===== src/rtl/rfr_pkg.sv =====
// Shared types and constants for the radio frame receiver.
// No dependencies; imported by radio_frame_receiver.
package rfr_pkg;

  localparam logic [7:0] SYNC_BYTE  = 8'hff;
  localparam int         HEADER_LEN = 4;

  // Parser positions inside a frame; data bytes follow from PH_DATA upward
  localparam int PH_SYNC = 0;
  localparam int PH_ADDR = 1;
  localparam int PH_CMD  = 2;
  localparam int PH_SIZE = 3;
  localparam int PH_DATA = 4;

  // Configuration register indexes
  typedef logic [1:0] cfg_addr_t;
  localparam cfg_addr_t REG_STATION_ADDRESS = 2'd0;
  localparam cfg_addr_t REG_COMMAND_LIMIT   = 2'd1;
  localparam cfg_addr_t REG_SIZE_LIMIT      = 2'd2;

  localparam logic [7:0] STATION_ADDRESS_RST = 8'd33;
  localparam logic [7:0] COMMAND_LIMIT_RST   = 8'd16;
  localparam logic [5:0] SIZE_LIMIT_RST      = 6'd7;

  typedef enum logic [3:0] {
    ST_RX   = 4'b0001,  // parsing incoming words
    ST_READ = 4'b0010,  // frame memory read issued
    ST_LOAD = 4'b0100,  // read data moves into the output register
    ST_BAD  = 4'b1000   // checksum mismatch result pending
  } state_t;

endpackage


===== src/rtl/radio_frame_receiver.sv =====
// Radio frame receiver: byte-serial frame parser with checksum and frame memory.
// Depends on rfr_pkg.
//
// Accepts one received byte per cycle on the s_ stream unless stalled, and parses frames of the form
// 0xff, address, command, size, data[size], check_high, check_low. A 0xff word always
// restarts the frame. Header and data bytes are written to a single-port-write frame
// memory of 4 + MAX_PAYLOAD entries as they arrive while a 16-bit running sum is kept,
// so the check costs no extra time. After a good final check byte the input stalls
// while the stored frame is read back: each output word takes a memory read (ST_READ)
// and then a load of the output register (ST_LOAD), which waits while m_tready is held
// low. A checksum mismatch gives one word with m_tuser low, loaded from ST_BAD into the
// output register once that register is free. No clearing pass is needed after reset;
// configuration writes take effect on the next cycle.
module radio_frame_receiver #(
  parameter int unsigned MAX_PAYLOAD = 7
) (
  input  logic               clk,
  input  logic               rst,
  input  logic               s_tvalid,
  output logic               s_tready,
  input  logic [7:0]         s_tdata,    // [7:0] rx_byte
  output logic               m_tvalid,
  input  logic               m_tready,
  output logic [7:0]         m_tdata,    // [7:0] out_byte
  output logic               m_tlast,    // out_last
  output logic [0:0]         m_tuser,    // [0] frame_good
  input  logic               cfg_we,
  input  rfr_pkg::cfg_addr_t cfg_addr,
  input  logic [7:0]         cfg_wdata
);
  import rfr_pkg::*;

  localparam int StoreLen = HEADER_LEN + MAX_PAYLOAD;
  localparam int AW       = $clog2(StoreLen);
  localparam int PW       = $clog2(StoreLen + 2);
  localparam int LW       = $clog2(MAX_PAYLOAD + 1);

  // configuration
  logic [7:0] station_address;
  logic [7:0] command_limit;
  logic [5:0] size_limit;

  always_ff @(posedge clk) begin
    if (rst) begin
      station_address <= STATION_ADDRESS_RST;
      command_limit   <= COMMAND_LIMIT_RST;
      size_limit      <= SIZE_LIMIT_RST;
    end else if (cfg_we) begin
      case (cfg_addr)
        REG_STATION_ADDRESS: station_address <= cfg_wdata;
        REG_COMMAND_LIMIT:   command_limit   <= cfg_wdata;
        REG_SIZE_LIMIT:      size_limit      <= cfg_wdata[5:0];
        default: ;
      endcase
    end
  end

  // parser state
  state_t         state, state_next;
  logic [PW-1:0]  phase, phase_next;
  logic [LW-1:0]  payload_len, payload_len_next;
  logic [15:0]    sum, sum_next;
  logic [7:0]     check_high, check_high_next;
  logic [AW-1:0]  rd_idx, rd_idx_next;

  // frame memory
  logic [7:0]     frame_mem [StoreLen];
  logic [7:0]     mem_q;
  logic           mem_we;
  logic [AW-1:0]  mem_waddr;

  // output register
  logic           out_valid;
  logic [7:0]     out_byte;
  logic           out_last;
  logic           out_good;
  logic           out_free;

  logic           in_acc;
  logic [7:0]     b;
  logic [PW-1:0]  total;
  logic [5:0]     eff_lim;
  logic [15:0]    sum_adj;
  logic           drain_last;

  assign s_tready = (state == ST_RX);
  assign in_acc   = s_tvalid && s_tready;
  assign b        = s_tdata;
  assign total    = PW'(HEADER_LEN) + PW'(payload_len);
  assign eff_lim  = (size_limit > 6'(MAX_PAYLOAD)) ? 6'(MAX_PAYLOAD) : size_limit;
  assign sum_adj  = (sum[7:0] == 8'hff) ? {sum[14:0], 1'b0} : sum;
  assign out_free = !out_valid || m_tready;
  assign drain_last = (PW'(rd_idx) == total - PW'(1));

  always_comb begin
    state_next       = state;
    phase_next       = phase;
    payload_len_next = payload_len;
    sum_next         = sum;
    check_high_next  = check_high;
    rd_idx_next      = rd_idx;
    mem_we           = 1'b0;
    mem_waddr        = phase[AW-1:0];

    case (state)
      ST_RX: begin
        if (in_acc) begin
          if (b == SYNC_BYTE) begin
            mem_we     = 1'b1;
            mem_waddr  = '0;
            phase_next = PW'(PH_ADDR);
            sum_next   = 16'(SYNC_BYTE);
          end else if (phase == PW'(PH_SYNC)) begin
            // stray word while hunting for sync
          end else if (phase == PW'(PH_ADDR)) begin
            mem_we     = 1'b1;
            sum_next   = sum + 16'(b);
            phase_next = (b == station_address) ? PW'(PH_CMD) : PW'(PH_SYNC);
          end else if (phase == PW'(PH_CMD)) begin
            if (b < command_limit) begin
              mem_we     = 1'b1;
              sum_next   = sum + 16'(b);
              phase_next = PW'(PH_SIZE);
            end
          end else if (phase == PW'(PH_SIZE)) begin
            if (b != 8'd0 && b <= {2'b00, eff_lim}) begin
              mem_we           = 1'b1;
              sum_next         = sum + 16'(b);
              payload_len_next = b[LW-1:0];
              phase_next       = PW'(PH_DATA);
            end
          end else if (phase < total) begin
            mem_we     = 1'b1;
            sum_next   = sum + 16'(b);
            phase_next = phase + PW'(1);
          end else if (phase == total) begin
            check_high_next = b;
            phase_next      = phase + PW'(1);
          end else begin
            phase_next = PW'(PH_SYNC);
            if (sum_adj == {check_high, b}) begin
              rd_idx_next = '0;
              state_next  = ST_READ;
            end else begin
              state_next  = ST_BAD;
            end
          end
        end
      end
      ST_READ: state_next = ST_LOAD;
      ST_LOAD: begin
        if (out_free) begin
          if (drain_last) begin
            state_next = ST_RX;
          end else begin
            rd_idx_next = rd_idx + AW'(1);
            state_next  = ST_READ;
          end
        end
      end
      ST_BAD: begin
        if (out_free) state_next = ST_RX;
      end
      default: state_next = ST_RX;
    endcase
  end

  always_ff @(posedge clk) begin
    if (rst) begin
      state       <= ST_RX;
      phase       <= '0;
      payload_len <= '0;
      rd_idx      <= '0;
    end else begin
      state       <= state_next;
      phase       <= phase_next;
      payload_len <= payload_len_next;
      rd_idx      <= rd_idx_next;
    end
  end

  always_ff @(posedge clk) begin
    sum        <= sum_next;
    check_high <= check_high_next;
  end

  // no write can land during readout: input is stalled outside ST_RX
  always_ff @(posedge clk) begin
    if (mem_we) frame_mem[mem_waddr] <= b;
    mem_q <= frame_mem[rd_idx];
  end

  always_ff @(posedge clk) begin
    if (rst) begin
      out_valid <= 1'b0;
    end else if (state == ST_LOAD && out_free) begin
      out_valid <= 1'b1;
    end else if (state == ST_BAD && out_free) begin
      out_valid <= 1'b1;
    end else if (m_tready) begin
      out_valid <= 1'b0;
    end
  end

  always_ff @(posedge clk) begin
    if (state == ST_LOAD && out_free) begin
      out_byte <= mem_q;
      out_last <= drain_last;
      out_good <= 1'b1;
    end else if (state == ST_BAD && out_free) begin
      out_byte <= 8'd0;
      out_last <= 1'b1;
      out_good <= 1'b0;
    end
  end

  assign m_tvalid   = out_valid;
  assign m_tdata    = out_byte;
  assign m_tlast    = out_last;
  assign m_tuser[0] = out_good;

  // checks
  a_bad_word_form: assert property (@(posedge clk) disable iff (rst)
    m_tvalid && !m_tuser[0] |-> m_tlast && m_tdata == 8'd0)
    else $error("mismatch word must be a single zero word with last set");

  a_phase_bound: assert property (@(posedge clk) disable iff (rst)
    phase >= PW'(PH_DATA) |-> phase <= total + PW'(1))
    else $error("parser position beyond frame end");

  a_sync_restart: assert property (@(posedge clk) disable iff (rst)
    in_acc && s_tdata == SYNC_BYTE |=> phase == PW'(PH_ADDR))
    else $error("sync word did not restart the frame");

  a_drain_index: assert property (@(posedge clk) disable iff (rst)
    state == ST_LOAD |-> PW'(rd_idx) < total)
    else $error("frame readout index past frame length");

  a_drain_len: assert property (@(posedge clk) disable iff (rst)
    state != ST_RX |-> payload_len != '0)
    else $error("readout with empty payload length");

endmodule

===== config.mk =====
export PLATFORM = sky130hd
export DESIGN_NAME = radio_frame_receiver
export DESIGN_NICKNAME = d
export VERILOG_FILES = /design/src/rtl/rfr_pkg.sv /design/src/rtl/radio_frame_receiver.sv
export SDC_FILE = /design/constraint.sdc
export NUM_CORES = 1
export LEC_CHECK = 0
export ABC_AREA = 1
export BUFFER_PORTS_ARGS = -buffer_cell sky130_fd_sc_hd__buf_2
export CORE_MARGIN = 2
export CORE_UTILIZATION = 60
export CTS_BUF_LIST = sky130_fd_sc_hd__clkbuf_2
export DETAILED_ROUTE_END_ITERATION = 6
export PLACE_DENSITY = 0.78
export SYNTH_ARGS = -nofsm -noshare
export SYNTH_HDL_FRONTEND = slang
export SYNTH_SLANG_ARGS = --single-unit

===== constraint.sdc =====
create_clock -name clk -period 5.2 [get_ports clk]
set_input_delay 1.04 -clock clk [delete_from_list [all_inputs] [get_ports clk]]
set_output_delay 1.04 -clock clk [all_outputs]
set_load 0.03 [all_outputs]

* After elaboration in Yosys (flattened, before gate mapping)
Memory sizes are Yosys's and may differ from the RTL's. A register that Yosys moved wholly into a read port is not among the register bits.
Cells that the tools add are included.
** Storage, ports and cells
- Memories kept :: 1
- Output and inout bits :: 12
- Register bits :: 72
- Input port bits :: 23
- Logic and storage cells :: 147
- RAM bits :: 88
** Memory list
- frame_mem :: depth 11, width 8, rd ports 1, clocked after memory_dff 1, wr ports 1, RTL line radio_frame_receiver.sv:67 : logic [7:0] frame_mem [StoreLen];
** Operators by class
- Reductions and logical operators :: 22
- Bitwise operators :: 6
- Mux-type cells :: 66
- $add $sub $neg :: 5
- Equal/unequal tests :: 30
- Order comparisons :: 4
** Operators with widths (count)
- 2-to-1 mux 4 bit :: 34
- 2-to-1 mux 16 bit :: 8
- inequality test 2 bit (second input constant) :: 11
- 2-to-1 mux 1 bit :: 17
- adder 16 x 8 -> 16 bit :: 1
- equality test 16 bit :: 1
- equality test 8 bit (second input constant) :: 2
- 2-to-1 mux 8 bit :: 2
- case mux 4 bit (4 select lines) :: 1
- equality test 4 x 2 -> 1 bit (second input constant) :: 3
- AND reduction 12 bit :: 1
- AND reduction 10 bit :: 1
- AND reduction 9 bit :: 1
- adder 4 x 1 -> 4 bit (second input constant) :: 2
- equality test 4 x 1 -> 1 bit (second input constant) :: 2
- equality test 4 bit :: 2
- equality test 8 bit :: 1
- <= comparator 8 x 6 -> 1 bit :: 1
- < comparator 8 bit :: 1
- case mux 4 bit (2 select lines) :: 1
- AND reduction 8 bit :: 1
- nonzero test 8 bit :: 1
- > comparator 6 x 3 -> 1 bit (second input constant) :: 1
- 2-to-1 mux 6 bit :: 1
- 23 further kinds :: 36

* Depth between registers and ports, before layout
Gate-level depths: netlist (run 1).
- Depth after elaboration :: 14
- Depth in mapped cells :: 15
- Gate-level depth less buffers :: 15

* Worst setup path before layout (run 1)
No wires, ideal clock.
- Path kind :: input-to-reg
- Start point :: input s_tdata[2]
- End point :: memory frame_mem[3][0] (enable)
- Arrival time :: 3094 ps
- Path buffers :: 0
- Slack :: 1735 ps
- Stages :: 12
- Cell sequence :: ha_1 -> a21oi_1 -> nand2_1 -> nand2_1 -> nand3_1 -> nand2_1 -> nand3_1 -> nand4_1 -> nand3_2 -> nor2_2 -> nand2_1 -> nor2_1
** Between the ends
- Word-level cells in the longest chain between the ends :: 12
- Elaborated cells between the ends (all ways) :: 19
- Classes of those cells :: order compare: 2; eq/ne: 1; mux: 14; reduce/logical: 2
** Ends and longest elaborated chain
- start, declared :: RTL line radio_frame_receiver.sv:21 : input logic [7:0] s_tdata,
- <= comparator 8 x 6 -> 1 bit or nonzero test 8 bit (tied branches) :: RTL line radio_frame_receiver.sv:126 : if (b != 8'd0 && b <= {2'b00, eff_lim}) begin
- logical AND 1 bit :: RTL line radio_frame_receiver.sv:126
- 2-to-1 mux 1 bit :: RTL line radio_frame_receiver.sv:126
- 2-to-1 mux 1 bit :: RTL line radio_frame_receiver.sv:125 : end else if (phase == PW'(PH_SIZE)) begin
- 2-to-1 mux 1 bit :: RTL line radio_frame_receiver.sv:119 : end else if (phase == PW'(PH_CMD)) begin
- 2-to-1 mux 1 bit :: RTL line radio_frame_receiver.sv:115 : end else if (phase == PW'(PH_ADDR)) begin
- 2-to-1 mux 1 bit :: RTL line radio_frame_receiver.sv:113 : end else if (phase == PW'(PH_SYNC)) begin
- 2-to-1 mux 1 bit :: RTL line radio_frame_receiver.sv:108 : if (b == SYNC_BYTE) begin
- 2-to-1 mux 1 bit :: RTL line radio_frame_receiver.sv:107 : if (in_acc) begin
- 2-to-1 mux 1 bit :: RTL line radio_frame_receiver.sv:105 : case (state)
- 2-to-1 mux 1 bit :: RTL line radio_frame_receiver.sv:189 : if (mem_we) frame_mem[mem_waddr] <= b;
- 2-to-1 mux 1 bit (not written as such) :: RTL line radio_frame_receiver.sv:189
- end, declared :: RTL line radio_frame_receiver.sv:67
Parallel ways exist; a longest one is shown, timed or not.

* Final worst setup path (run 1)
- Start point :: input s_tdata[0]
- End point :: memory frame_mem[6][2] (enable)
The elaborated chain is that of the path after synthesis.

==> flow_summary.toml, run 1 <==
[routing]
drt_iter0_markers = 849
met3_length_um = 1370
met2_length_um = 9180
post_drt_wl_per_cell_um = 17.8
antenna_left = 0
detailroute.via_count = 6365
first_pass_iters = 6
drc = 0
vias_per_cell = 5.93
route.final.wire_length_um = 19100
highest-signal-layer = "met4"
met1Wirelength_um = 7960

[clock_tree]
cts_made_buffers = 17
ctsHoldBuffers = 0
tritoncts_clock_tree = "built"
clock_sink_count = 168
cts-root-to-sink-buffers = 2
post_cts_resized = 0
clock_insertion_delay_worst_skew_ns = 0.74
ctsHtreeMaxLevel = 4
cts_setup_buffers = 0
cts.reportedPaths.clkPinSlew_ns = 0.22
clock_tree.root_cell = "clkbuf_2"

[worst_setup_path]
cp.buffers_inverters = 3
crit_family = "simple AND/OR/NAND/NOR gates"
critical_path.endpoint_type = "register"
worstSetupPathType = "in2reg"
critical_path.cell_chain = "buf_2, inv_2, nor3_2, nand2_1, nand2_1, inv_2, nand4_1, nand4_1, nor3_1"
timing.critical_path.fanout_max = 16
worstSetupStartpointType = "primary input"
slowest_cell_on_crit_path = "nor3_1"
worst_path_largest_cell_delay_ns = 1.07
worst-endpoint-required_ns = 5.57
cp.arrival_ns = 3.91

[place]
detailed_place_hpwl_um = 13100
gp_routability_congestion = 0.912
detailed_place.area_um2 = 8450
portBuffers = 34

[floorplanning]
die_h_um = 120
coreArea_um2 = 13200
placementRows = 42
dieWidth_um = 120
die_area_um2 = 14500
initial_utilization_pct = 61.3
ioPinCount = 35

[sta]
setup_viol = 0
setup_tns_ns = 0
rsz_0062_raised_after_global_routing = "no"
min_period_over_period_pct = 68.2
worst-slew-pin-transition_ns = 1.26
final-max-slew-violation-count = 0
finalWorstPathRequiredPeriod_ns = 3.55
max_slew_margin_pct = 15.1
achievable-frequency_mhz = 282
timing_hold_violations_final = 0
setup_skew_after_layout_ns = 0.0331

[cells_and_area]
drive_gt1_share_pct = 11.4
finish.utilization_pct = 65.3
synthToLayoutAreaGrowth_pct = 6.62
ff_latch_area_um2 = 4570
fin_nets = 938
fillers = 1093
multiInputGateArea_um2 = 3140
post-route-cell-area_um2 = 8650

[synthesis]
synth_enable_flop_cells = 121
ys_ff_latch = 168
synth_area_leaders = "edfxtp_1 (45%), dfxtp_1 (12%), nand2_1 (6.5%), nor2_1 (4.9%), ha_1 (4.8%)"
yosys.cell_count.top_type = "nand2_1"
yosysWarningCount = 0
post_synth_fa_ha_maj_area_fraction_pct = 5.03
postSynthCellCount = 847
yosysTopAreaCell = "edfxtp_1"
post_synth_mux_area_share_pct = 0
synthXorXnorAreaFrac_pct = 2.38
seq_area_frac_synth_pct = 56.4
synth_top_cell_area_share_pct = 44.8
avg_inst_size_synth_um2 = 9.58
synth_compound_gate_area_share_pct = 12.0
synth_area_in_simple_gates_pct = 19.2
synthFlopType = "edfxtp_1"
postSynth.asyncResetShare_pct = 0
synth.cells.most_frequent = "nand2_1 (140), edfxtp_1 (121), nor2_1 (106), inv_1 (75), o21ai_0 (70)"
synth_top_family_by_area = "simple AND/OR/NAND/NOR gates"
ys_types = 45
post_synthesis_instance_area_um2 = 8110

[global_routing]
grt_pass1_vias = 6118
antenna_found_initial = 1
global_route_total_overflow = 0
track_usage_pct = 27.5
global_route_wire_length_before_repair_um = 30700
grt_max_degree = 45

[min_path]
hp_class = "reg2reg"

[pwr]
power_density_nw_per_um2 = 394
total_power_w = 0.00341
power.leakage_nw = 3.47
peakVddDrop_mv = 0.185

[job]
maxCapViolCount = 0

[outcome]
outcome = "complete, no violations"
layout by cell type (no fill, tap or decap), types with 31 or more instances in the layout:
| cell type | n |
|---|---|
| inv_1 | 75 |
| o21ai_0 | 70 |
| buf_2 | 34 |
| nand2_1 | 140 |
| ha_1 | 31 |
| a21oi_1 | 49 |
| dfxtp_1 | 47 |
| nand3_1 | 47 |
| edfxtp_1 | 121 |
| nor2_1 | 106 |
registers in the layout, summed over array words and instances, names as in the netlist:
| name | count |
|---|---|
| rd_idx | 4 |
| sum | 16 |
| frame_mem | 88 |
| m_tdata | 8 |
| check_high | 8 |
| size_limit | 6 |
| mem_q | 8 |
| m_tvalid | 1 |
| payload_len | 3 |
| command_limit | 8 |
| m_tlast | 1 |
| state | 4 |
| phase | 4 |
| m_tuser | 1 |
| station_address | 8 |
power breakdown:
group | internal [W] | switching, W
Combinational | 0.000355 | 0.000748
Sequential | 0.00157 | 0.000123
Clock | 0.000170 | 0.000447
through the flow:
| stage | hold slack, ns | worst slack [ns] | std cells |
|---|---|---|---|
| floorplan | 0.430 | 1.74 | 849 |
| global placement | 0.442 | 1.13 | 1040 |
| detailed placement | 0.453 | 0.961 | 1040 |
| CTS | 0.478 | 1.77 | 1072 |
| global route | 0.494 | 1.48 | 1073 |
| finish | 0.493 | 1.65 | 1073 |
cells by family after synthesis:
logic type | count (synthesis)
other cells | 1
flops | 168
buf+inv | 106
fa+ha+maj | 32
simple gates | 348
compound gates | 170
xor+xnor | 22
tightest hold or removal path, stage by stage, from the launching register on:
cell and delay, ns:
dfxtp_1 0.35, inv_1 0.07, a21oi_1 0.06
routing by layer:
layer  GRT usage [%]  vias to the layer above
li1                -                     3007
met1            36.5                     3007
met2            44.9                      304
met3            4.48                       47
met4            12.4                        0
met5               0                        -
final cells by class:
class	count	share of cell area, %
clock inverter	14	1.22
multi-input combinational	575	36.3
inverter	81	3.52
sequential	168	52.9
timing repair buffer	40	2.49
tap	176	2.55
clock buffer	18	1.04
antenna	1	0.0289
path summary, 6_finish.rpt:
kind                    startpoint                to  slack (ns)  cells past startpoint
setup / recovery        s_tdata[0]   frame_mem[6][2]        1.65                      9
hold / removal    command_limit[6]  command_limit[6]        0.49                      2
setup reg to reg     size_limit[5]   frame_mem[6][2]        1.84                     13
hold reg to reg   command_limit[6]  command_limit[6]        0.49                      2
No activity file was read; power rests on OpenSTA's default activity.
==> run 2: changes to the inputs <==
clock period = 3.6 ns   (was 5.2 ns; I/O delays follow)
==> run 2 against run 1 <==
Global-route usage fell by 1.1 points. Hold slack got worse by 0.36 ns. Register-to-register slack worse by 0.89 ns. Sequential power is 42% higher. Clock skew rose by 0.0085 ns. Clock power rose by 62%. Via count is 0.17% higher. Utilization is 1.3 points higher. Highest routed layer unchanged.
==> flow_summary.toml, run 2 (synthesis gave the netlist of run 1 again) <==
[global_routing]
grt_max_degree = 44
global_route_total_overflow = 0
grt_pass1_vias = 6087
antenna_found_initial = 1
global_route_wire_length_before_repair_um = 29400
track_usage_pct = 26.4

[routing]
post_drt_wl_per_cell_um = 17.0
antenna_left = 0
drc = 0
vias_per_cell = 5.85
route.final.wire_length_um = 18600
drt_iter0_markers = 662
first_pass_iters = 7
detailroute.via_count = 6376

[cells_and_area]
layout_top_registers = "frame_mem x88, sum x16"
layout.cells.most_common = "nand2_1"
fin_nets = 955
regMostFlops = "frame_mem"
largest_register_ffs = 88
finish.utilization_pct = 66.6
synthToLayoutAreaGrowth_pct = 8.71
mostFrequentLayoutCells = "nand2_1 (140), edfxtp_1 (121), nor2_1 (106)"
drive_gt1_share_pct = 13.0

[clock_tree]
post_cts_resized = 0
ctsHtreeMaxLevel = 4
cts.reportedPaths.clkPinSlew_ns = 0.26
cts_setup_buffers = 0
clock_tree.root_cell = "clkbuf_2"
cts_made_buffers = 17
tritoncts_clock_tree = "built"
clock_sink_count = 168
clock_insertion_delay_worst_skew_ns = 0.81
ctsHoldBuffers = 0
cts-root-to-sink-buffers = 2

[place]
dp_slack_ns = 0.405
detailed_place_hpwl_um = 13100
portBuffers = 34
gp_routability_congestion = 0.930

[worst_setup_path]
worstSetupStartpointType = "register"
cp.arrival_ns = 1.97
r2r_slack_ns = 0.95
critical_path.endpoint_type = "output pin"
worstSetupPathType = "reg2out"
worst-endpoint-required_ns = 2.88
rr_endpoint = "frame_mem[5][5]"
crit-reg2reg-launch = "size_limit[5]"
timing.critical_path.fanout_max = 4
worst-r2r-cell-count = 14

[job]
maxCapViolCount = 0

[floorplanning]
coreArea_um2 = 13200
die_area_um2 = 14500
die_h_um = 120
initial_utilization_pct = 61.3
dieWidth_um = 120
ioPinCount = 35
placementRows = 42

[sta]
achievable-frequency_mhz = 372
setup_tns_ns = 0
finalWorstPathRequiredPeriod_ns = 2.69
setup_viol = 0
max_slew_margin_pct = 34.9
rsz_0062_raised_after_global_routing = "no"
min_period_over_period_pct = 74.7
finalWorstSetupSlack_ns = 0.909
setup_skew_after_layout_ns = 0.0416
worst-slew-pin-transition_ns = 0.976
final-max-slew-violation-count = 0
timing_hold_violations_final = 0

[min_path]
hold-path-cell-count = 3
min_delay_worst_endpoint = "station_address[7]"
hp_class = "in2reg"
start_point_of_the_worst_hold_path = "cfg_wdata[7]"

[pwr]
power.leakage_nw = 3.55
peakVddDrop_mv = 0.241
power_density_nw_per_um2 = 569
total_power_w = 0.00502

[outcome]
outcome = "complete, no violations"
==> run 2: changes by cell type in the layout (fill, tap and decap cells not counted), moves of 2 or more <==
| cell | delta |
|---|---|
| buf_4 | +17 |
| clkinvlp_4 | +3 |
| inv_4 | -3 |
| clkinv_4 | +2 |
| inv_2 | -2 |
==> run 2: final cells by class <==
cell class,instances,area (um^2)
clock inverter,15,153
sequential,168,4570
timing repair buffer,57,343
fill,1058,4420
tap,176,220
inverter,81,304
antenna,1,2.50
multi-input combinational,575,3140
clock buffer,17,85.1
==> run 2: routing by layer <==
layer	wire length [um]	GRT usage, %	vias to the layer above
met5	0	0	-
met2	9180	45.0	255
met3	1150	5.80	53
met4	533	9.96	0
li1	-	-	3029
met1	7720	33.1	3039
==> run 2: worst max path at each step <==
stage / end / startpoint
after floorplan: frame_mem[3][0] / s_tdata[2]
after global placement: frame_mem[10][7] / s_tdata[2]
after detailed placement: frame_mem[5][0] / s_tdata[2]
after CTS: s_tready / state[3]
after global routing: frame_mem[5][7] / size_limit[5]
final: s_tready / state[3]
==> run 2: where the power goes <==
part           internal (W)  switching [W]
Clock              0.000319       0.000685
Combinational      0.000525        0.00110
Sequential          0.00226       0.000135
Total               0.00310        0.00192
==> run 2: critical path, stage by stage, from the launching register on <==
cell,delay (ns)
dfxtp_1,0.41
nor2_1,0.17
nand3_1,0.25
inv_2,0.15
buf_2,0.21
==> run 2: through the flow <==
stage	cell area, um^2	hold slack (ns)	cells
floorplan	8120	0.430	849
global placement	8580	0.439	1057
detailed placement	8580	0.459	1057
CTS	8820	0.139	1089
global route	8820	0.0924	1090
finish	8820	0.131	1090
